$ cat config.mk
export PLATFORM = sky130hd
export DESIGN_NAME = crp_coef
export DESIGN_NICKNAME = d
export VERILOG_FILES = /design/src/hw/rtl/catmull_rom_point_2d_macros.svh /design/src/hw/rtl/crp_pkg.sv /design/src/hw/rtl/crp_coef.sv
export SDC_FILE = /design/constraint.sdc
export NUM_CORES = 2
export LEC_CHECK = 0
export BUFFER_PORTS_ARGS = -buffer_cell sky130_fd_sc_hd__buf_2
export CAP_MARGIN = 20
export CORE_AREA = 2 2 235 237
export CTS_CLUSTER_DIAMETER = 120
export DETAILED_ROUTE_END_ITERATION = 6
export DIE_AREA = 0 0 237 239
export MAX_ROUTING_LAYER = met4
export PLACE_DENSITY = 0.77
export SLEW_MARGIN = 10
export SYNTH_ARGS = -nofsm -noshare
export SYNTH_HDL_FRONTEND = slang
export SYNTH_SLANG_ARGS = --single-unit
$ cat constraint.sdc
create_clock -name clk -period 1.75 [get_ports clk]
set_clock_uncertainty 0.1 [all_clocks]
set_input_delay 0.2625 -clock clk [delete_from_list [all_inputs] [get_ports clk]]
set_output_delay 0.2625 -clock clk [all_outputs]
set_load 0.05 [all_outputs]
$ cat src/hw/rtl/catmull_rom_point_2d_macros.svh
// assertion macros for the catmull-rom point evaluator
`ifndef CATMULL_ROM_POINT_2D_MACROS_SVH
`define CATMULL_ROM_POINT_2D_MACROS_SVH
`ifndef SYNTHESIS
// same-cycle implication, checked on every rising edge outside reset
`define CRP_ASSERT_IMPL(label, ante, cons) \
	label: assert property (@(posedge clk) disable iff (!arst_n) (ante) |-> (cons)) \
		else $error("catmull_rom_point_2d assertion failed");
// next-cycle implication
`define CRP_ASSERT_NEXT(label, ante, cons) \
	label: assert property (@(posedge clk) disable iff (!arst_n) (ante) |=> (cons)) \
		else $error("catmull_rom_point_2d assertion failed");
`else
`define CRP_ASSERT_IMPL(label, ante, cons)
`define CRP_ASSERT_NEXT(label, ante, cons)
`endif
`endif

$ cat src/hw/rtl/crp_pkg.sv
// shared types and constants for the catmull-rom point evaluator
`timescale 1ns / 1ps

package crp_pkg;

	// coordinate format, signed fixed point
	localparam int COORD_W = 32;
	// curve parameter, unsigned q1.16, one integer bit so that 1.0 fits
	localparam int T_FRAC = 16;
	localparam int T_W = T_FRAC + 1;
	// horner accumulator: coefficient sums stay below 24 * 2^(COORD_W-1)
	localparam int ACC_W = COORD_W + 6;
	// signed accumulator times zero-extended parameter
	localparam int PROD_W = ACC_W + T_W + 1;
	localparam logic signed [PROD_W-1:0] ROUND_HALF = PROD_W'(64'sd1 <<< (T_FRAC - 1));
	// coefficient stage + three horner steps of two stages + output stage
	localparam int PIPE_LATENCY = 8;

	typedef struct packed {
		logic [T_W-1:0]             t_param;
		logic signed [COORD_W-1:0]  p0_x;
		logic signed [COORD_W-1:0]  p0_y;
		logic signed [COORD_W-1:0]  p1_x;
		logic signed [COORD_W-1:0]  p1_y;
		logic signed [COORD_W-1:0]  p2_x;
		logic signed [COORD_W-1:0]  p2_y;
		logic signed [COORD_W-1:0]  p3_x;
		logic signed [COORD_W-1:0]  p3_y;
	} crp_in_t;

	typedef struct packed {
		logic signed [COORD_W-1:0] x_out;
		logic signed [COORD_W-1:0] y_out;
	} crp_out_t;

	// one coordinate in flight: running sum and the addends still to come
	typedef struct packed {
		logic signed [ACC_W-1:0] acc;
		logic signed [ACC_W-1:0] add0;
		logic signed [ACC_W-1:0] add1;
		logic signed [ACC_W-1:0] add2;
	} crp_lane_t;

	typedef struct packed {
		logic [T_W-1:0] t;
		crp_lane_t      x;
		crp_lane_t      y;
	} crp_work_t;

endpackage

$ cat src/hw/rtl/crp_coef.sv
// input stage: parameter clamp and spline coefficients for both coordinates
`timescale 1ns / 1ps

module crp_coef (
	input  logic               clk,
	input  logic               arst_n,
	input  logic               in_valid,
	input  crp_pkg::crp_in_t   item,
	output logic               out_valid,
	output crp_pkg::crp_work_t out_work
);

	logic               valid_s1;
	crp_pkg::crp_work_t work_s1;
	crp_pkg::crp_work_t work_next;

	function automatic crp_pkg::crp_lane_t coefs(
		input logic signed [crp_pkg::COORD_W-1:0] p0,
		input logic signed [crp_pkg::COORD_W-1:0] p1,
		input logic signed [crp_pkg::COORD_W-1:0] p2,
		input logic signed [crp_pkg::COORD_W-1:0] p3
	);
		logic signed [crp_pkg::ACC_W-1:0] e0;
		logic signed [crp_pkg::ACC_W-1:0] e1;
		logic signed [crp_pkg::ACC_W-1:0] e2;
		logic signed [crp_pkg::ACC_W-1:0] e3;
		crp_pkg::crp_lane_t lane;
		e0 = crp_pkg::ACC_W'(p0);
		e1 = crp_pkg::ACC_W'(p1);
		e2 = crp_pkg::ACC_W'(p2);
		e3 = crp_pkg::ACC_W'(p3);
		// horner order: d first, then c, b, a
		lane.acc  = (e1 <<< 1) + e1 + e3 - e0 - (e2 <<< 1) - e2;
		lane.add0 = (e0 <<< 1) + (e2 <<< 2) - (e1 <<< 2) - e1 - e3;
		lane.add1 = e2 - e0;
		lane.add2 = e1 <<< 1;
		return lane;
	endfunction

	always_comb begin
		// anything above 1.0 is treated as 1.0
		if (item.t_param[crp_pkg::T_W-1] && (item.t_param[crp_pkg::T_FRAC-1:0] != '0)) begin
			work_next.t = crp_pkg::T_W'(1) << crp_pkg::T_FRAC;
		end else begin
			work_next.t = item.t_param;
		end
		work_next.x = coefs(item.p0_x, item.p1_x, item.p2_x, item.p3_x);
		work_next.y = coefs(item.p0_y, item.p1_y, item.p2_y, item.p3_y);
	end

	always_ff @(posedge clk or negedge arst_n) begin
		if (!arst_n) begin
			valid_s1 <= 1'b0;
		end else begin
			valid_s1 <= in_valid;
		end
	end

	always_ff @(posedge clk) begin
		work_s1 <= work_next;
	end

	assign out_valid = valid_s1;
	assign out_work  = work_s1;

endmodule

==> impl_metrics.yaml <==
hold_path:
  hold_end: "out_work[114]"
  hold_path.class: "in -> reg"
  holdPathStages: 4
  holdCritStartpoint: "item[65]"
clock_tree:
  clk_path_buf_depth: 3
  cts-root-buf: "clkbuf_16"
  path_clk_slew_ns: 0.06
  clock-sinks: 300
  cts_inserted_buffers: 36
  cts_max_level: 2
  cts_tree: "done"
logic_synthesis:
  yosysMostFrequentCell: "inv_1"
  synth_top_area_share_pct: 32.05
  synth.avg_cell_area_sq_um: 9.642
  ys_types: 76
  synth-seq-area-share_pct: 21.10
  ys.flop_type: "dfxtp_1"
  yosysTopAreaCell: "fa_1"
  synthTopCellsByCount: "inv_1 (731), fa_1 (456), dfxtp_1 (299)"
  syn_area_sq_mm: 0.02848
  synthTopCellsByArea: "fa_1 (32%), dfxtp_1 (21%), ha_1 (9.8%)"
  syn_inst: 2954
  synth_edf_count: 0
  ys_seq_elements: 300
  async_reset_ff_share_pct: 0.3333
  ys_warn_count: 0
cells_and_area:
  finalInstanceArea_sq_mm: 0.04546
  drive_gt1_share_pct: 45.61
  final_net_count: 5504
  seq_area_sq_mm: 0.006011
  stdcell_count: 5294
  fillerInstances: 2767
  area_growth_pct: 59.60
  multi_input_area_sq_mm: 0.02266
  final_core_util_pct: 83.66
timing:
  worst_pin_slew_ns: 0.8162
  max_clock_freq_ghz: 0.2207
  min_period_over_period_pct: 259.0
  hold_viol: 0
  fin_ws_ns: -2.782
  slew_headroom_pct: 44.87
  drv_slew: 0
  min_period_ns: 4.532
  setup_viol: 195
  grt_setup_unrepaired: "yes"
placement:
  place_area_sq_mm: 0.03912
  place.gp.congestion: 0.9813
  pre_cts_ws_ns: -3.078
  port_buffers: 595
  dp_hpwl_um: 76260
  place_inst: 5009
floorplanning:
  dieArea_sq_mm: 0.05664
  start_util_pct: 52.42
  dieHeight_um: 239
  pin_count: 598
  rows: 86
  die_w_um: 237
  core_area_sq_mm: 0.05434
outcome:
  violations: "negative setup slack"
  status: "finished, violations left"
detailed_routing:
  drc_errors: 0
  ant_nets: 0
  vias: 28910
  drt_iter0_drc: 1831
  post_drt_wl_per_cell_um: 21.82
  viasPerCell: 5.461
  wl_um: 115500
  first_pass_iters: 7
global_routing:
  grt_max_degree: 15
  grt-ovfl-total: 0
  grt_use_total_pct: 36.17
  grt_pass1_wl_um: 154000
  antenna_found_initial: 14
  grt_pass1_vias: 29740
critical_path:
  crit_type: "in -> reg"
  critPathCaptureType: "register"
  crit_required_ns: 2.14
  arrival_ns: 4.92
  worstSetupStartpointType: "input port"
  cp_max_fo: 5
pwr:
  leakagePower_uw: 0.02325
  ir_drop_v: 0.001805
  p_per_area_mw_per_mm2: 1923
flow_run:
  maxCapViolCount: 0
cell usage in the layout (no fill, tap or decap), drive strengths merged, types with 19 or more instances in the layout:
master	count
clkinvlp	35
nand2b	26
and3	23
nor2	112
nand4	19
inv	705
ha	224
o21a	28
nor3	29
fa	456
buf	1524
dlygate4sd3	90
a21o	123
a31oi	27
o21ai	88
xnor2	128
nand3	30
o21bai	30
nor2b	45
nand2	99
a21oi	174
clkbuf	45
dfxtp	299
xor2	51
metrics by stage:
stage | hold WS [ns] | TNS, ns | power, uW
3_3_place_gp | -0.06284 | -390.85 | 63380
6_report | 0.1080 | -306.48 | 87440
2_1_floorplan | -0.1331 | -266.51 | 44040
5_1_grt | 0.1140 | -313.53 | 91580
3_5_place_dp | -0.06089 | -396.46 | 64310
4_1_cts | -0.3041 | -255.27 | 79240
worst max path at each step:
stage               startpoint             to  slack, ns
floorplan             item[65]  out_work[146]      -2.37
global placement     item[134]  out_work[146]      -2.99
detailed placement   item[129]  out_work[113]      -3.08
CTS                  item[134]  out_work[146]      -2.23
global route         item[134]  out_work[149]      -2.78
finish               item[197]  out_work[149]      -2.78
power breakdown:
group,switching [uW],internal [uW]
sequential,1040,9540
combinational,38300,30100
clock,3480,5020
sequential cells by signal, indices dropped and copies added, names as in the netlist:
register   flops
out_valid      1
out_work     299
final cells by class:
type	instances	area share, %
flip-flops and latches	300	13.22
multi-input cells	1865	49.85
clock buffers	45	2.213
inverters	731	6.413
diodes	14	0.07707
well taps	704	1.938
clock inverters	21	0.6385
repair buffers	1614	25.65
repair_timing:
action / in CTS / in global routing
gates resized for setup: 368 / 306
setup buffers: 104 / 89
setup endpoints to repair: 191 / 195
pin swaps: 234 / 268
endpoints found under the hold margin: 89 / 1
hold buffers: 89 / 1
critical path: stages:
cell,delay [ns]
buf_2,0.12
inv_1,0.19
fa_1,0.52
fa_1,0.52
fa_1,0.50
ha_2,0.22
buf_4,0.13
buf_4,0.14
o21ai_0,0.26
nand2b_1,0.14
a31oi_1,0.34
buf_4,0.21
o21ai_4,0.07
buf_12,0.16
o211ai_1,0.22
buf_4,0.20
a31oi_4,0.13
a211o_1,0.29
a21oi_2,0.15
xnor2_1,0.12
layer usage:
metal | wire length [um] | vias up | track usage (%) | share of wire (%)
met5 | 0 | - | - | 0
li1 | - | 12510 | - | -
met1 | 39120 | 14100 | 39.64 | 34
met3 | 9236 | 702 | 6.363 | 8.0
met2 | 57500 | 1593 | 62.67 | 50
met4 | 9631 | 0 | 19.89 | 8.3
cells by family after synthesis:
kind of cell	count (synthesis)	share of synthesized area, %
adder cells (fa/ha/maj)	680	41.89
multiplexers	1	0.03514
XOR/XNOR	179	5.504
buffers and inverters	790	10.71
other	1	0.01317
AND/OR/NAND/NOR	426	7.375
flip-flops	300	21.10
AO/OA/AOI/OAI	577	13.38
Note: power is estimated with default switching activity, not from simulation.
