## src/hw/rtl/catmull_rom_point_2d_macros.svh

```systemverilog
// assertion macros for the catmull-rom point evaluator
`ifndef CATMULL_ROM_POINT_2D_MACROS_SVH
`define CATMULL_ROM_POINT_2D_MACROS_SVH
`ifndef SYNTHESIS
// same-cycle implication, checked on every rising edge outside reset
`define CRP_ASSERT_IMPL(label, ante, cons) \
	label: assert property (@(posedge clk) disable iff (!arst_n) (ante) |-> (cons)) \
		else $error("catmull_rom_point_2d assertion failed");
// next-cycle implication
`define CRP_ASSERT_NEXT(label, ante, cons) \
	label: assert property (@(posedge clk) disable iff (!arst_n) (ante) |=> (cons)) \
		else $error("catmull_rom_point_2d assertion failed");
`else
`define CRP_ASSERT_IMPL(label, ante, cons)
`define CRP_ASSERT_NEXT(label, ante, cons)
`endif
`endif

```

## src/hw/rtl/crp_pkg.sv

```systemverilog
// shared types and constants for the catmull-rom point evaluator
`timescale 1ns / 1ps

package crp_pkg;

	// coordinate format, signed fixed point
	localparam int COORD_W = 32;
	// curve parameter, unsigned q1.16, one integer bit so that 1.0 fits
	localparam int T_FRAC = 16;
	localparam int T_W = T_FRAC + 1;
	// horner accumulator: coefficient sums stay below 24 * 2^(COORD_W-1)
	localparam int ACC_W = COORD_W + 6;
	// signed accumulator times zero-extended parameter
	localparam int PROD_W = ACC_W + T_W + 1;
	localparam logic signed [PROD_W-1:0] ROUND_HALF = PROD_W'(64'sd1 <<< (T_FRAC - 1));
	// coefficient stage + three horner steps of two stages + output stage
	localparam int PIPE_LATENCY = 8;

	typedef struct packed {
		logic [T_W-1:0]             t_param;
		logic signed [COORD_W-1:0]  p0_x;
		logic signed [COORD_W-1:0]  p0_y;
		logic signed [COORD_W-1:0]  p1_x;
		logic signed [COORD_W-1:0]  p1_y;
		logic signed [COORD_W-1:0]  p2_x;
		logic signed [COORD_W-1:0]  p2_y;
		logic signed [COORD_W-1:0]  p3_x;
		logic signed [COORD_W-1:0]  p3_y;
	} crp_in_t;

	typedef struct packed {
		logic signed [COORD_W-1:0] x_out;
		logic signed [COORD_W-1:0] y_out;
	} crp_out_t;

	// one coordinate in flight: running sum and the addends still to come
	typedef struct packed {
		logic signed [ACC_W-1:0] acc;
		logic signed [ACC_W-1:0] add0;
		logic signed [ACC_W-1:0] add1;
		logic signed [ACC_W-1:0] add2;
	} crp_lane_t;

	typedef struct packed {
		logic [T_W-1:0] t;
		crp_lane_t      x;
		crp_lane_t      y;
	} crp_work_t;

endpackage

```

## src/hw/rtl/crp_horner_step.sv

```systemverilog
// one horner step: multiply by t, then round and add the next coefficient
`timescale 1ns / 1ps

module crp_horner_step (
	input  logic               clk,
	input  logic               arst_n,
	input  logic               in_valid,
	input  crp_pkg::crp_work_t in_work,
	output logic               out_valid,
	output crp_pkg::crp_work_t out_work
);

	logic signed [crp_pkg::PROD_W-1:0] prod_x;
	logic signed [crp_pkg::PROD_W-1:0] prod_y;
	logic signed [crp_pkg::PROD_W-1:0] prod_x_s1;
	logic signed [crp_pkg::PROD_W-1:0] prod_y_s1;
	logic                              valid_s1;
	crp_pkg::crp_work_t                work_s1;
	logic signed [crp_pkg::PROD_W-1:0] rnd_x;
	logic signed [crp_pkg::PROD_W-1:0] rnd_y;
	crp_pkg::crp_work_t                work_next;
	logic                              valid_s2;
	crp_pkg::crp_work_t                work_s2;

	// stage 1: signed accumulator times non-negative parameter
	assign prod_x = crp_pkg::PROD_W'(in_work.x.acc)
		* crp_pkg::PROD_W'($signed({1'b0, in_work.t}));
	assign prod_y = crp_pkg::PROD_W'(in_work.y.acc)
		* crp_pkg::PROD_W'($signed({1'b0, in_work.t}));

	// stage 2: round half up to the coordinate scale, add next coefficient
	assign rnd_x = (prod_x_s1 + crp_pkg::ROUND_HALF) >>> crp_pkg::T_FRAC;
	assign rnd_y = (prod_y_s1 + crp_pkg::ROUND_HALF) >>> crp_pkg::T_FRAC;

	always_comb begin
		work_next.t      = work_s1.t;
		work_next.x.acc  = $signed(rnd_x[crp_pkg::ACC_W-1:0]) + work_s1.x.add0;
		work_next.x.add0 = work_s1.x.add1;
		work_next.x.add1 = work_s1.x.add2;
		work_next.x.add2 = '0;
		work_next.y.acc  = $signed(rnd_y[crp_pkg::ACC_W-1:0]) + work_s1.y.add0;
		work_next.y.add0 = work_s1.y.add1;
		work_next.y.add1 = work_s1.y.add2;
		work_next.y.add2 = '0;
	end

	always_ff @(posedge clk or negedge arst_n) begin
		if (!arst_n) begin
			valid_s1 <= 1'b0;
			valid_s2 <= 1'b0;
		end else begin
			valid_s1 <= in_valid;
			valid_s2 <= valid_s1;
		end
	end

	always_ff @(posedge clk) begin
		prod_x_s1 <= prod_x;
		prod_y_s1 <= prod_y;
		work_s1   <= in_work;
		work_s2   <= work_next;
	end

	assign out_valid = valid_s2;
	assign out_work  = work_s2;

endmodule

```

## config.mk

```make
export PLATFORM = sky130hd
export DESIGN_NAME = crp_horner_step
export DESIGN_NICKNAME = d
export VERILOG_FILES = /design/src/hw/rtl/catmull_rom_point_2d_macros.svh /design/src/hw/rtl/crp_pkg.sv /design/src/hw/rtl/crp_horner_step.sv
export SDC_FILE = /design/constraint.sdc
export NUM_CORES = 2
export LEC_CHECK = 0
export ABC_AREA = 0
export BUFFER_PORTS_ARGS = -buffer_cell sky130_fd_sc_hd__clkbuf_2
export CORE_MARGIN = 3
export CORE_UTILIZATION = 35
export CTS_CLUSTER_SIZE = 24
export DETAILED_ROUTE_END_ITERATION = 8
export HOLD_SLACK_MARGIN = 0.03
export PLACE_DENSITY_LB_ADDON = 0.12
export SLEW_MARGIN = 20
export SYNTH_ARGS = -nofsm -noshare
export SYNTH_HDL_FRONTEND = slang
export SYNTH_SLANG_ARGS = --single-unit
```

## constraint.sdc

```tcl
create_clock -name clk -period 3.7 [get_ports clk]
set_input_delay 0.555 -clock clk [delete_from_list [all_inputs] [get_ports clk]]
set_output_delay 0.555 -clock clk [all_outputs]
set_load 0.02 [all_outputs]
```

==> run metrics <==
outcome complete, but fails checks; violations in the final reports setup timing; insertion delay of the later-clocked pin in the worst-skew pair 0.73 ns; Post-synth EDFFs 0; total count of hold-check failures in the final report 0; clock buffer count from CTS 60; global placement routability congestion 0.833; effective utilization at floorplan 35.4%; Avg WL per Cell 17.3 um; share of post-route cells with drive strength above 1 26.2%; slew at the pin closest to its max-slew limit 0.546 ns; top cell type by total area after synthesis sky130_fd_sc_hd__fa_1; Core Footprint 166000 um2; area share of the largest cell type after synthesis 40.7%; top cells by count, synth 1404 x sky130_fd_sc_hd__inv_1, 1196 x sky130_fd_sc_hd__fa_1, 850 x sky130_fd_sc_hd__nand2_1; count leader, synth sky130_fd_sc_hd__inv_1; Final Setup Violations 82; Arrival @ worst endpoint 6.54 ns; depth of the worst register-to-register path 17; count of input and output buffers 569; first-pass GRT wire length 270000 um; required time of the critical path 4.29 ns; netlist area before placement 58900 um2; worst path setup slack after routing -2.25 ns; worst min-delay path category input pin to register; Hold WS 0.165 ns; DP Wirelength 138000 um; Worst Setup Path Type input pin to register; I/O pin total 646; clock transition at the register clock pins on the worst setup and hold paths after CTS 0.06 ns; clk sinks 570; register area share after synthesis 19.4%; Mean Syn Cell Area 9.64 um2; tightest slew margin relative to the limit 63.4%; Initial DRT Pass Iterations 6; signed area change from the synthesized netlist to the final layout 33.3%; post-route setup TNS -146.80 ns; final critical delay including setup and external delays 5.95 ns; antenna violations before repair 14; total grt overflow 0; overall die height 416 um; vias post-DR 43600; Post-Synthesis Cells 6104; async set or reset register ratio after synthesis 0.351%; count of synthesis-stage warnings from yosys 0; CP max FO 6; Setup crit start kind input pin; routed vias/inst 4.42; overall routing resource usage 19.7%; Die Outline Area 173000 um2; number of nets with antenna violations after routing 0; Distinct cells, synth 69; type of destination of the critical path register; violation count after the first detailed-routing iteration 1692; number of instances on the worst hold path 2; number of placement rows 149; post-layout net count 9463; H-tree lvl count 2; total detailed-routing wirelength 170000 um; Yosys reg bits 570; MaxCap Viol Count 0; Remaining DRCs 0; Max Fclk 168 MHz; top cells by area, synth sky130_fd_sc_hd__fa_1 41%, sky130_fd_sc_hd__dfxtp_1 19%, sky130_fd_sc_hd__inv_1 9.0%; number of global-route vias before repair 47900; main flop type after synthesis sky130_fd_sc_hd__dfxtp_1; Root Buffer Master sky130_fd_sc_hd__clkbuf_16; largest net degree at the start of global routing 33; Final period util 161%; final number of max-transition violations 0; Final Skew 0.0462 ns; RSZ-0062 raised after global routing true; Clock Path Buffers 3; Die X 416 um; clock tree from TritonCTS built
==> metrics by stage <==
stage	setup slack (ns)	utilization, %	area (um2)	instances
3_5_place_dp	-3.43	42.3	70200	9402
6_report	-2.25	47.2	78500	9871
4_1_cts	-2.23	45.7	75900	9779
5_1_grt	-2.39	47.2	78500	9868
3_3_place_gp	-3.45	42.3	70200	9402
2_1_floorplan	-2.47	-	60000	6179
==> routing by layer <==
metal  global-route usage [%]  part of all wire, %
met2                     34.3                   50
met5                        0               0.0076
met1                     26.4                   45
met4                     4.05                  2.0
met3                     2.34                  3.8
==> state kept, by name (all words and copies together), names as in the netlist <==
register and flops:
work_next 169, valid_s1 1, work_s1 76, prod_x_s1 39, out_work 245, prod_y_s1 39, out_valid 1
==> worst max-delay path, cell delays in order <==
cell,delay (ns)
sky130_fd_sc_hd__clkbuf_16,0.13
sky130_fd_sc_hd__buf_16,0.14
sky130_fd_sc_hd__buf_12,0.15
sky130_fd_sc_hd__and2_4,0.14
sky130_fd_sc_hd__fa_1,0.50
sky130_fd_sc_hd__inv_2,0.05
sky130_fd_sc_hd__fa_1,0.55
sky130_fd_sc_hd__inv_2,0.05
sky130_fd_sc_hd__fa_2,0.53
sky130_fd_sc_hd__fa_1,0.46
sky130_fd_sc_hd__fa_1,0.52
sky130_fd_sc_hd__inv_1,0.05
sky130_fd_sc_hd__fa_1,0.49
sky130_fd_sc_hd__inv_2,0.05
sky130_fd_sc_hd__ha_4,0.26
sky130_fd_sc_hd__and3_4,0.18
sky130_fd_sc_hd__nand2_1,0.05
sky130_fd_sc_hd__or3_4,0.41
sky130_fd_sc_hd__nor3_4,0.13
sky130_fd_sc_hd__a311oi_2,0.06
sky130_fd_sc_hd__buf_4,0.17
sky130_fd_sc_hd__or4b_4,0.49
sky130_fd_sc_hd__o2111ai_4,0.14
sky130_fd_sc_hd__a31oi_1,0.14
sky130_fd_sc_hd__xnor2_1,0.13
==> final cells by class <==
| cell class | count | area [um2] |
|---|---|---|
| fill | 15700 | 87700 |
| multi-input combinational | 3916 | 43400 |
| timing repair buffer | 1671 | 13500 |
| sequential | 570 | 11400 |
| inverter | 1404 | 5270 |
| tap | 2189 | 2740 |
| clock buffer | 79 | 1670 |
| clock inverter | 33 | 473 |
| antenna | 9 | 22.5 |
==> cell families (layout without fill, tap and decap cells) <==
kind of cell	after synthesis	after routing	synth area share, %
AOI/OAI and AO/OA	403	403	4.54
xor gates and xnor gates	240	240	3.57
adders and majority gates	1516	1516	47.5
buffers and inverters	1693	3187	11.3
DFF	570	570	19.4
other	1	85	0.00637
and+or+nand+nor	1681	1681	13.7
==> timing repair <==
action	in CTS	in global routing
buffers inserted	21	79
pin swaps	83	279
cloned	11	11
hold endpoints to repair	235	0
gates resized for setup	182	451
setup endpoints to repair	100	105
hold buffers	234	0
==> layout by cell type, fill, tap and decap left out, types with 57 or more instances in the layout <==
master / synthesis / routed
sky130_fd_sc_hd__clkbuf_16: 0 / 76
sky130_fd_sc_hd__inv_2: 0 / 57
sky130_fd_sc_hd__a21oi_1: 127 / 81
sky130_fd_sc_hd__dfxtp_1: 568 / 557
sky130_fd_sc_hd__nor2_1: 88 / 57
sky130_fd_sc_hd__clkbuf_2: 0 / 537
sky130_fd_sc_hd__and2_1: 540 / 499
sky130_fd_sc_hd__ha_1: 320 / 274
sky130_fd_sc_hd__fa_1: 1196 / 1135
sky130_fd_sc_hd__a21o_1: 67 / 67
sky130_fd_sc_hd__xor2_1: 66 / 63
sky130_fd_sc_hd__fa_2: 0 / 61
sky130_fd_sc_hd__conb_1: 1 / 76
sky130_fd_sc_hd__buf_4: 76 / 715
sky130_fd_sc_hd__xnor2_1: 174 / 162
sky130_fd_sc_hd__inv_1: 1404 / 1347
sky130_fd_sc_hd__dlygate4sd3_1: 0 / 234
sky130_fd_sc_hd__buf_6: 0 / 59
sky130_fd_sc_hd__nand2_1: 850 / 829
sky130_fd_sc_hd__buf_12: 0 / 67
==> final timing paths <==
check	from	endpoint	slack, ns
max in group asynchronous	arst_n	out_valid	3.43
min in group asynchronous	arst_n	valid_s1	0.18
setup / recovery	in_work[308]	prod_x_s1[52]	-2.25
setup reg to reg	prod_x_s1[26]	out_work[297]	-0.13
hold / removal	in_work[306]	work_next[306]	0.16
hold reg to reg	work_next[219]	out_work[219]	0.31
Power is left out: the tool's default activity adds up to more than one toggle a clock period on the data nets, which glitch-free logic cannot reach.
