## src/hw/rtl/catmull_rom_point_2d_macros.svh

```systemverilog
// assertion macros for the catmull-rom point evaluator
`ifndef CATMULL_ROM_POINT_2D_MACROS_SVH
`define CATMULL_ROM_POINT_2D_MACROS_SVH
`ifndef SYNTHESIS
// same-cycle implication, checked on every rising edge outside reset
`define CRP_ASSERT_IMPL(label, ante, cons) \
	label: assert property (@(posedge clk) disable iff (!arst_n) (ante) |-> (cons)) \
		else $error("catmull_rom_point_2d assertion failed");
// next-cycle implication
`define CRP_ASSERT_NEXT(label, ante, cons) \
	label: assert property (@(posedge clk) disable iff (!arst_n) (ante) |=> (cons)) \
		else $error("catmull_rom_point_2d assertion failed");
`else
`define CRP_ASSERT_IMPL(label, ante, cons)
`define CRP_ASSERT_NEXT(label, ante, cons)
`endif
`endif

```

## src/hw/rtl/crp_pkg.sv

```systemverilog
// shared types and constants for the catmull-rom point evaluator
`timescale 1ns / 1ps

package crp_pkg;

	// coordinate format, signed fixed point
	localparam int COORD_W = 32;
	// curve parameter, unsigned q1.16, one integer bit so that 1.0 fits
	localparam int T_FRAC = 16;
	localparam int T_W = T_FRAC + 1;
	// horner accumulator: coefficient sums stay below 24 * 2^(COORD_W-1)
	localparam int ACC_W = COORD_W + 6;
	// signed accumulator times zero-extended parameter
	localparam int PROD_W = ACC_W + T_W + 1;
	localparam logic signed [PROD_W-1:0] ROUND_HALF = PROD_W'(64'sd1 <<< (T_FRAC - 1));
	// coefficient stage + three horner steps of two stages + output stage
	localparam int PIPE_LATENCY = 8;

	typedef struct packed {
		logic [T_W-1:0]             t_param;
		logic signed [COORD_W-1:0]  p0_x;
		logic signed [COORD_W-1:0]  p0_y;
		logic signed [COORD_W-1:0]  p1_x;
		logic signed [COORD_W-1:0]  p1_y;
		logic signed [COORD_W-1:0]  p2_x;
		logic signed [COORD_W-1:0]  p2_y;
		logic signed [COORD_W-1:0]  p3_x;
		logic signed [COORD_W-1:0]  p3_y;
	} crp_in_t;

	typedef struct packed {
		logic signed [COORD_W-1:0] x_out;
		logic signed [COORD_W-1:0] y_out;
	} crp_out_t;

	// one coordinate in flight: running sum and the addends still to come
	typedef struct packed {
		logic signed [ACC_W-1:0] acc;
		logic signed [ACC_W-1:0] add0;
		logic signed [ACC_W-1:0] add1;
		logic signed [ACC_W-1:0] add2;
	} crp_lane_t;

	typedef struct packed {
		logic [T_W-1:0] t;
		crp_lane_t      x;
		crp_lane_t      y;
	} crp_work_t;

endpackage

```

## src/hw/rtl/crp_round_sat.sv

```systemverilog
// output stage: halve with round half up, saturate, register the result
`timescale 1ns / 1ps

module crp_round_sat (
	input  logic               clk,
	input  logic               arst_n,
	input  logic               in_valid,
	input  crp_pkg::crp_work_t in_work,
	output logic               done,
	output crp_pkg::crp_out_t  result
);

	logic              valid_q;
	crp_pkg::crp_out_t result_q;
	crp_pkg::crp_out_t result_next;

	function automatic logic signed [crp_pkg::COORD_W-1:0] halve_sat(
		input logic signed [crp_pkg::ACC_W-1:0] acc
	);
		logic signed [crp_pkg::ACC_W-1:0]         half;
		logic [crp_pkg::ACC_W-crp_pkg::COORD_W:0] top;
		half = (acc + crp_pkg::ACC_W'(1)) >>> 1;
		top  = half[crp_pkg::ACC_W-1:crp_pkg::COORD_W-1];
		if ((top == '0) || (top == '1)) begin
			halve_sat = half[crp_pkg::COORD_W-1:0];
		end else if (half[crp_pkg::ACC_W-1]) begin
			halve_sat = {1'b1, {(crp_pkg::COORD_W-1){1'b0}}};
		end else begin
			halve_sat = {1'b0, {(crp_pkg::COORD_W-1){1'b1}}};
		end
	endfunction

	always_comb begin
		result_next.x_out = halve_sat(in_work.x.acc);
		result_next.y_out = halve_sat(in_work.y.acc);
	end

	always_ff @(posedge clk or negedge arst_n) begin
		if (!arst_n) begin
			valid_q <= 1'b0;
		end else begin
			valid_q <= in_valid;
		end
	end

	always_ff @(posedge clk) begin
		result_q <= result_next;
	end

	assign done   = valid_q;
	assign result = result_q;

endmodule

```

## config.mk

```make
export PLATFORM = sky130hd
export DESIGN_NAME = crp_round_sat
export DESIGN_NICKNAME = d
export VERILOG_FILES = /design/src/hw/rtl/catmull_rom_point_2d_macros.svh /design/src/hw/rtl/crp_pkg.sv /design/src/hw/rtl/crp_round_sat.sv
export SDC_FILE = /design/constraint.sdc
export NUM_CORES = 1
export LEC_CHECK = 0
export ABC_AREA = 1
export BUFFER_PORTS_ARGS = -buffer_cell sky130_fd_sc_hd__buf_2
export CORE_AREA = 10 10 144 146
export DETAILED_ROUTE_END_ITERATION = 8
export DIE_AREA = 0 0 154 156
export RECOVER_POWER = 100
export SYNTH_ARGS = -nofsm -noshare
export SYNTH_HDL_FRONTEND = slang
export SYNTH_SLANG_ARGS = --single-unit
```

## constraint.sdc

```tcl
create_clock -name clk -period 0.8 [get_ports clk]
set_input_delay 0 -clock clk [delete_from_list [all_inputs] [get_ports clk]]
set_output_delay 0 -clock clk [all_outputs]
set_load 0.03 [all_outputs]
```

==> results of run 1 <==
==> cell usage in the layout (no fill, tap or decap), types with 6 or more instances in the layout <==
| cell type | netlist | routed |
|---|---|---|
| nor3_1 | 10 | 7 |
| nor2_1 | 79 | 30 |
| buf_4 | 3 | 228 |
| nand3_1 | 27 | 18 |
| clkbuf_16 | 0 | 10 |
| dlygate4sd3_1 | 0 | 7 |
| nand3b_1 | 7 | 7 |
| xnor2_1 | 29 | 28 |
| buf_6 | 7 | 92 |
| nand4_1 | 10 | 10 |
| nor2_2 | 10 | 34 |
| nand2_2 | 28 | 85 |
| buf_16 | 0 | 6 |
| dfxtp_2 | 0 | 60 |
| buf_12 | 1 | 10 |
| nand2_1 | 259 | 148 |
| xor2_1 | 31 | 30 |
| nor2_4 | 8 | 33 |
| inv_1 | 24 | 21 |
| nand2_4 | 1 | 50 |
| buf_2 | 0 | 37 |
| nand3_2 | 5 | 10 |
==> power by group through the flow <==
stage                     combinational [mW]  sequential [mW]  clock, mW
after floorplan                        0.670             4.02          0
after global placement                  2.31             3.60          0
after detailed placement                2.32             3.58          0
after CTS                               3.17             3.61       4.16
after global routing                    3.66             3.64       4.31
final                                   3.50             3.63       4.15
==> synth_stat cells <==
| cell | number | share of area (%) |
|---|---|---|
| buf_12 | 1 | 0.48 |
| buf_4 | 3 | 0.54 |
| buf_6 | 7 | 1.9 |
| buf_8 | 1 | 0.36 |
| dfrtp_1 | 1 | 0.60 |
| dfxtp_1 | 64 | 31 |
| ha_1 | 2 | 0.60 |
| inv_1 | 24 | 2.2 |
| inv_2 | 2 | 0.18 |
| nand2_1 | 259 | 23 |
| nand2_2 | 28 | 4.2 |
| nand2_4 | 1 | 0.27 |
| nand3_1 | 27 | 3.3 |
| nand3_2 | 5 | 1.2 |
| nand3_4 | 1 | 0.42 |
| nand3b_1 | 7 | 1.3 |
| nand3b_4 | 1 | 0.48 |
| nand4_1 | 10 | 1.5 |
| nor2_1 | 79 | 7.1 |
| nor2_2 | 10 | 1.5 |
| nor2_4 | 8 | 2.2 |
| nor2_8 | 2 | 0.97 |
| nor3_1 | 10 | 1.2 |
| nor3_4 | 1 | 0.39 |
| or2_2 | 1 | 0.15 |
| xnor2_1 | 29 | 6.1 |
| xor2_1 | 31 | 6.5 |
==> repair_timing <==
action                                 in CTS  in global routing
cloned                                      9                  1
setup buffers                              48                 12
endpoints found under the hold margin       6                  0
gates resized for setup                   373                166
pin swaps                                  68                 85
setup endpoints to repair                 128                125
hold buffers                                7                  0
==> area by class of cell <==
cell class	instances	area, µm²	share of cell area (%)
Multi-Input combinational cell	512	3580	39.3
Timing Repair Buffer	386	3470	38.0
Sequential cell	65	1380	15.1
Tap cell	229	287	3.14
Clock buffer	11	243	2.66
Inverter	26	103	1.12
Clock inverter	5	55.1	0.604
==> state kept, by name, indices dropped and copies added (netlist names) <==
name	cells
result	64
done	1
==> worst max path at each step <==
stage,slack [ns],to,start,cells past startpoint
after floorplan,-0.59,result[33],in_work[266],13
after global placement,-0.89,result[15],in_work[115],14
after detailed placement,-0.92,result[52],in_work[269],13
after CTS,-0.52,result[13],in_work[115],15
after global routing,-0.78,result[61],in_work[266],16
final,-0.67,result[53],in_work[296],18
==> layer usage <==
metal | global-route usage (%) | up-vias
li1 | - | 2678
met4 | 6.70 | 0
met1 | 19.6 | 2633
met5 | 0 | -
met3 | 4.60 | 65
met2 | 26.2 | 246
==> metrics by stage <==
stage                     cells  hold slack (ns)  cell area (µm²)  util, %  setup WS (ns)
after CTS                  1225          0.00370             8520     47.8         -0.515
after global routing       1234           0.0128             9120     51.1         -0.781
after detailed placement   1146           -0.223             6450     36.2         -0.918
final                      1234          0.00529             9120     51.1         -0.675
after global placement     1146           -0.225             6450     36.2         -0.893
after floorplan             615           -0.296             4250        -         -0.594
==> worst min-delay path, delay by kind of cell <==
family / cells / cell delay [ns]
AND/OR/NAND/NOR: 2 / 0.13
buffers and inverters: 2 / 0.20
==> kinds of logic (layout without fill, tap and decap cells) <==
group | after synthesis | in the layout | synth area share (%)
flops | 65 | 65 | 31.5
simple gates | 450 | 450 | 49.6
fa+ha+maj | 2 | 2 | 0.603
buf+inv | 38 | 428 | 5.64
xor+xnor | 60 | 60 | 12.7
==> summary.md, run 1 <==
| Metric | Value |
|---|---|
| Final hold vios | 0 |
| Total power divided by cell area | ~1200 mW/mm² |
| Total CTS buffers | 9 |
| CP Max Fanout | 5 |
| Fin worst setup slack | -0.675 ns |
| Yosys warns | 0 |
| CP dominant cell by count | nand2_1 |
| CP max-delay cell | buf_12 |
| Fraction of layout cells with a size suffix above 1 | roughly 69% |
| Violated checks | setup timing |
| Port buffer count | between 100 and 150 |
| Initial Utilization | about a quarter |
| Unrepaired setup endpoints after global routing | true |
| Met2 wire length | approximately 11,000 µm |
| DR WL/cell | around 18 µm |
| Drt total wl | between 20,000 and 25,000 µm |
| Leakage power figure | 4.41 nW |
| Register share of total power | 32.2% |
| Logic gate share of total power | 31.0% |
| GP Congestion | about 0.9 |
| Antenna Violating Nets Remaining | 0 |
| Max rail drop VDD | approximately 1.1 mV |
| Final Power | 11.3 mW |
| TritonCTS clock tree | done |
| M1 wire length | between 9000 and 10,000 µm |
| Residual DRC | 0 |
| Largest delay contributor family on the critical path | simple AND/OR/NAND/NOR gates |
| Die span in y | roughly 160 µm |
| Root Driver | clkbuf_16 |
| Largest net degree at the start of global routing | 23 |
| Hold Crit Start | in_work[151] |
| Total clock sinks | 65 |
| Worst Path Buf+Inv | 5 |
| Area growth syn-to-layout | 120% |
| Rel. slew slack | around 70% |
| GRT overflow | 0 |
| DP HPWL | roughly 13,000 µm |
| Clock power share | a little under two fifths |
| Fin crit share | 184% |
| Row count | slightly below 50 |
| Avg Cell Area, Syn | 6.75 µm² |
| Worst hold endpoint | result[31] |
| Starting DRC count in detailed routing | about 450 |
| Maximum buffer depth of the clock tree | 2 |
| Final Max Slew Viols | 0 |
| IO Pins | a little under 400 |
| Slew @ Worst Pin | ~0.46 ns |
| Status | complete, but fails checks |
| Mapped cell area | ~0.0041 mm² |
| Min cycle time layout | 1.47 ns |
| Worst setup SP type | input pin |
| N_diodes | 0 |
| Total Nets Final | approximately 1,300 |
| Switching Share | 32.1% |
| Die span in x | roughly 150 µm |
| Clock-pin slew on the worst setup and hold paths | about 0.060 ns |
| Routed vias/inst | roughly 4.6 |
| CP required | ~1.1 ns |
| Post-synthesis sequential element count | 65 |
| H-tree depth | 3 |
| Antenna violations before repair | 0 |
| P_sw | between 3 and 4 mW |
| Layout filler cell count | approximately 1,500 |
| Worst-path cell chain | buf_4 -> buf_6 -> nand2_4 -> nor2_4 -> nand2_2 -> nor2_4 -> nand2_1 -> nand2_1 -> nand2_2 -> inv_1 -> nand2_1 -> nor2_2 -> nand2_2 -> buf_6 -> nand2_8 -> buf_12 -> nand2_4 -> nand2_1 |
| Routed wl met3 | between 1000 and 1500 µm |
| WP data arrival | ~1.7 ns |
| Post-Syn Instances | 615 |
| CP Class | in -> reg |
| Setup TNS | -38.68 ns |
| Crit-path max cell delay | 0.15 ns |
| GRT Overall Usage | between 10% and 20% |
| Final setup fails | 89 |
| F_max | slightly below 700 MHz |
| First-pass DRT Iterations | 5 |
| Synthesized Nets | 941 |
| Die Footprint | 0.0240 mm² |
| Hold Path Depth | 4 |
| HP Class | in -> reg |
| Via count | ~5,600 |
| Total of max-cap violations | 0 |
| Post-synthesis cell type count | 27 |
| CP endpoint kind | register |
| Core area | around 0.018 mm² |
| Register area share after synthesis | between 30% and 40% |
| Top Layer Used | met4 |
| Vias in the first global route | 5,813 |
| First-pass GRT wire length | 31,200 µm |
| Internal power | 7.66 mW |
(Power assumes the default switching activity.)
==> run 2, diff against run 1 <==
--- a/config.mk
+++ b/config.mk
@@ -10,6 +10,7 @@
 export CORE_AREA = 10 10 144 146
 export DETAILED_ROUTE_END_ITERATION = 8
 export DIE_AREA = 0 0 154 156
+export PLACE_DENSITY_LB_ADDON = 0.3
 export RECOVER_POWER = 100
 export SYNTH_ARGS = -nofsm -noshare
 export SYNTH_HDL_FRONTEND = slang
==> run 2 against run 1 <==
Against the previous run:
- the run ends with hold timing, setup timing left
- final cell count decreased by 0.97%
- final area decreased by 5.4%
- clock power increased by 4%
- global-route usage decreased by 1.8 points
- sequential share of layout area increased by 0.86 points
- critical path depth decreased by 4
- combinational power decreased by 11%
- first-iteration DRC count decreased by 37%
- critical path type unchanged
- highest routed layer unchanged
==> summary.md, run 2 (same netlist as run 1, synthesis figures left out) <==
| Metric | Value |
|---|---|
| Total of max-cap violations | 0 (unchanged) |
| CP endpoint kind | register (unchanged) |
| Final hold vios | 1 (was 0) |
| Pre-CTS setup slack | -0.932 ns (was -0.918 ns) |
| Largest net degree at the start of global routing | 23 (unchanged) |
| Area growth syn-to-layout | 108% (was 120%) |
| N_diodes | 0 (unchanged) |
| Hold_ws | -0.0792 ns (was 0.00529 ns) |
| CP required | 1.03 ns (was 1.06 ns) |
| IO Pins | 389 (unchanged) |
| Most common cell after layout, fill and taps aside | buf_4 (unchanged) |
| Final Max Slew Viols | 0 (unchanged) |
| Slew @ Worst Pin | 0.407 ns (was 0.464 ns) |
| Met2 global-route usage | 21.5% (was 26.2%) |
| Worst setup SP type | input pin (unchanged) |
| Total Nets Final | 1,315 (was 1,326) |
| CP Class | in -> reg (unchanged) |
| Via count | 5,136 (was 5,622) |
| Total CTS buffers | 9 (unchanged) |
| H-tree depth | 3 (unchanged) |
| HP Class | in -> reg (unchanged) |
| Fin crit share | 180% (was 184%) |
| Post-cts hold buffer count | 6 (was 7) |
| Die span in x | 154 µm (unchanged) |
| TritonCTS clock tree | done (unchanged) |
| Antenna Violating Nets Remaining | 0 (unchanged) |
| Starting DRC count in detailed routing | 285 (was 449) |
| Drt total wl | 18,700 µm (was 22,200 µm) |
| GR Util met3 | 4.03% (was 4.60%) |
| Status | complete, but fails checks (unchanged) |
| Gr busiest metal | met2 (unchanged) |
| Hold Path Depth | 3 (was 4) |
| Clock-pin slew on the worst setup and hold paths | 0.06 ns (about the same) |
| Root Driver | clkbuf_16 (unchanged) |
| Min cycle time layout | 1.44 ns (was 1.47 ns) |
| DP HPWL | 13,400 µm (about the same) |
| Leakage power figure | 4.16 nW (was 4.41 nW) |
| GRT Overall Usage | 14.3% (was 16.1%) |
| Antenna violations before repair | 0 (unchanged) |
| Fraction of layout cells with a size suffix above 1 | 65.9% (was 69.0%) |
| Core area | 0.0178 mm² (unchanged) |
| Total clock sinks | 65 (unchanged) |
| Final setup fails | 82 (was 89) |
| Vias in the first global route | 5,205 (was 5,813) |
| DP Area | 0.00648 mm² (was 0.00645 mm²) |
| Die Footprint | 0.0240 mm² (unchanged) |
| Unrepaired setup endpoints after global routing | true (unchanged) |
| Fin worst setup slack | -0.638 ns (was -0.675 ns) |
| Residual DRC | 0 (unchanged) |
| Final Power | 11.1 mW (was 11.3 mW) |
| Row count | 49 (unchanged) |
| Cell area after layout | 0.00863 mm² (was 0.00912 mm²) |
| WP data arrival | 1.67 ns (was 1.74 ns) |
| First-pass GRT wire length | 28,000 µm (was 31,200 µm) |
| Met1 Use GR | 19.4% (was 19.6%) |
| F_max | 695 MHz (was 678 MHz) |
| Largest register FFs | 64 (unchanged) |
| Initial Utilization | 23.3% (unchanged) |
| Final core utilization | 48.4% (was 51.1%) |
| DR WL/cell | 15.3 µm (was 18.0 µm) |
| Port buffer count | 143 (unchanged) |
| Maximum buffer depth of the clock tree | 2 (unchanged) |
| Rel. slew slack | 72.7% (was 68.9%) |
| Routed vias/inst | 4.20 (was 4.56) |
| Die span in y | 156 µm (unchanged) |
| GP Congestion | 0.853 (was 0.904) |
| Most frequent cells in the layout | buf_4 (212), nand2_1 (164), nand2_2 (88), buf_6 (83), dfxtp_2 (60) (was buf_4 (228), nand2_1 (148), buf_6 (92), nand2_2 (85), dfxtp_2 (60)) |
| GRT overflow | 0 (unchanged) |
| Violated checks | hold timing, setup timing (was setup timing) |
| Max rail drop VDD | 1.67 mV (was 1.11 mV) |
| CP Max Fanout | 6 (was 5) |
| Total power divided by cell area | 1280 mW/mm² (was 1240 mW/mm²) |
| First-pass DRT Iterations | 4 (was 5) |
run 2: stage by stage:
stage | TNS [ns] | std cells
2_1_floorplan | -35.73 | 615
5_1_grt | -41.61 | 1222
3_5_place_dp | -56.88 | 1146
6_report | -35.34 | 1222
3_3_place_gp | -55.23 | 1146
4_1_cts | -28.58 | 1212
run 2: what timing repair did:
item,CTS,global route
cloned,4,4
hold endpoints to repair,6,1
resized for setup,316,127
setup endpoints to repair,128,119
pin swaps,64,70
buffers inserted,42,11
run 2: power by group:
part           internal (mW)  switching, mW  total [mW]
Sequential              3.50          0.121        3.62
Clock                   2.79           1.53        4.33
Combinational           1.48           1.62        3.10
run 2: area by class of cell:
| class | instances | area [µm²] |
|---|---|---|
| inverters | 26 | 103 |
| multi-input cells | 512 | 3320 |
| flip-flops and latches | 65 | 1380 |
| repair buffers | 375 | 3230 |
| clock buffers | 12 | 246 |
| fillers | 1620 | 9210 |
| well taps | 229 | 287 |
| clock inverters | 3 | 65.1 |
run 2: critical path, cell delays in order:
cell and delay (ns):
buf_8 0.09, buf_6 0.09, nand2_4 0.06, nor2_8 0.14, nand3_4 0.13, nor3_4 0.24
nand2_1 0.09, nand2_1 0.08, nand2_2 0.09, nor2_4 0.14, nand2_4 0.10, nand3_4 0.18
clkbuf_16 0.19, nand2_1 0.05
run 2: metal layers:
metal  part of all wire [%]  vias up
met5                      0        -
met4                    1.1        0
met3                    6.3       13
met2                     45      141
met1                     48     2326
li1                       -     2656
run 2: path summary, 6_finish.rpt:
| kind | startpoint | end | slack (ns) |
|---|---|---|---|
| max | in_work[267] | result[49] | -0.64 |
| min | in_work[151] | result[31] | -0.08 |
| min in group asynchronous | arst_n | done | 0.50 |
| max in group asynchronous | arst_n | done | 0.19 |
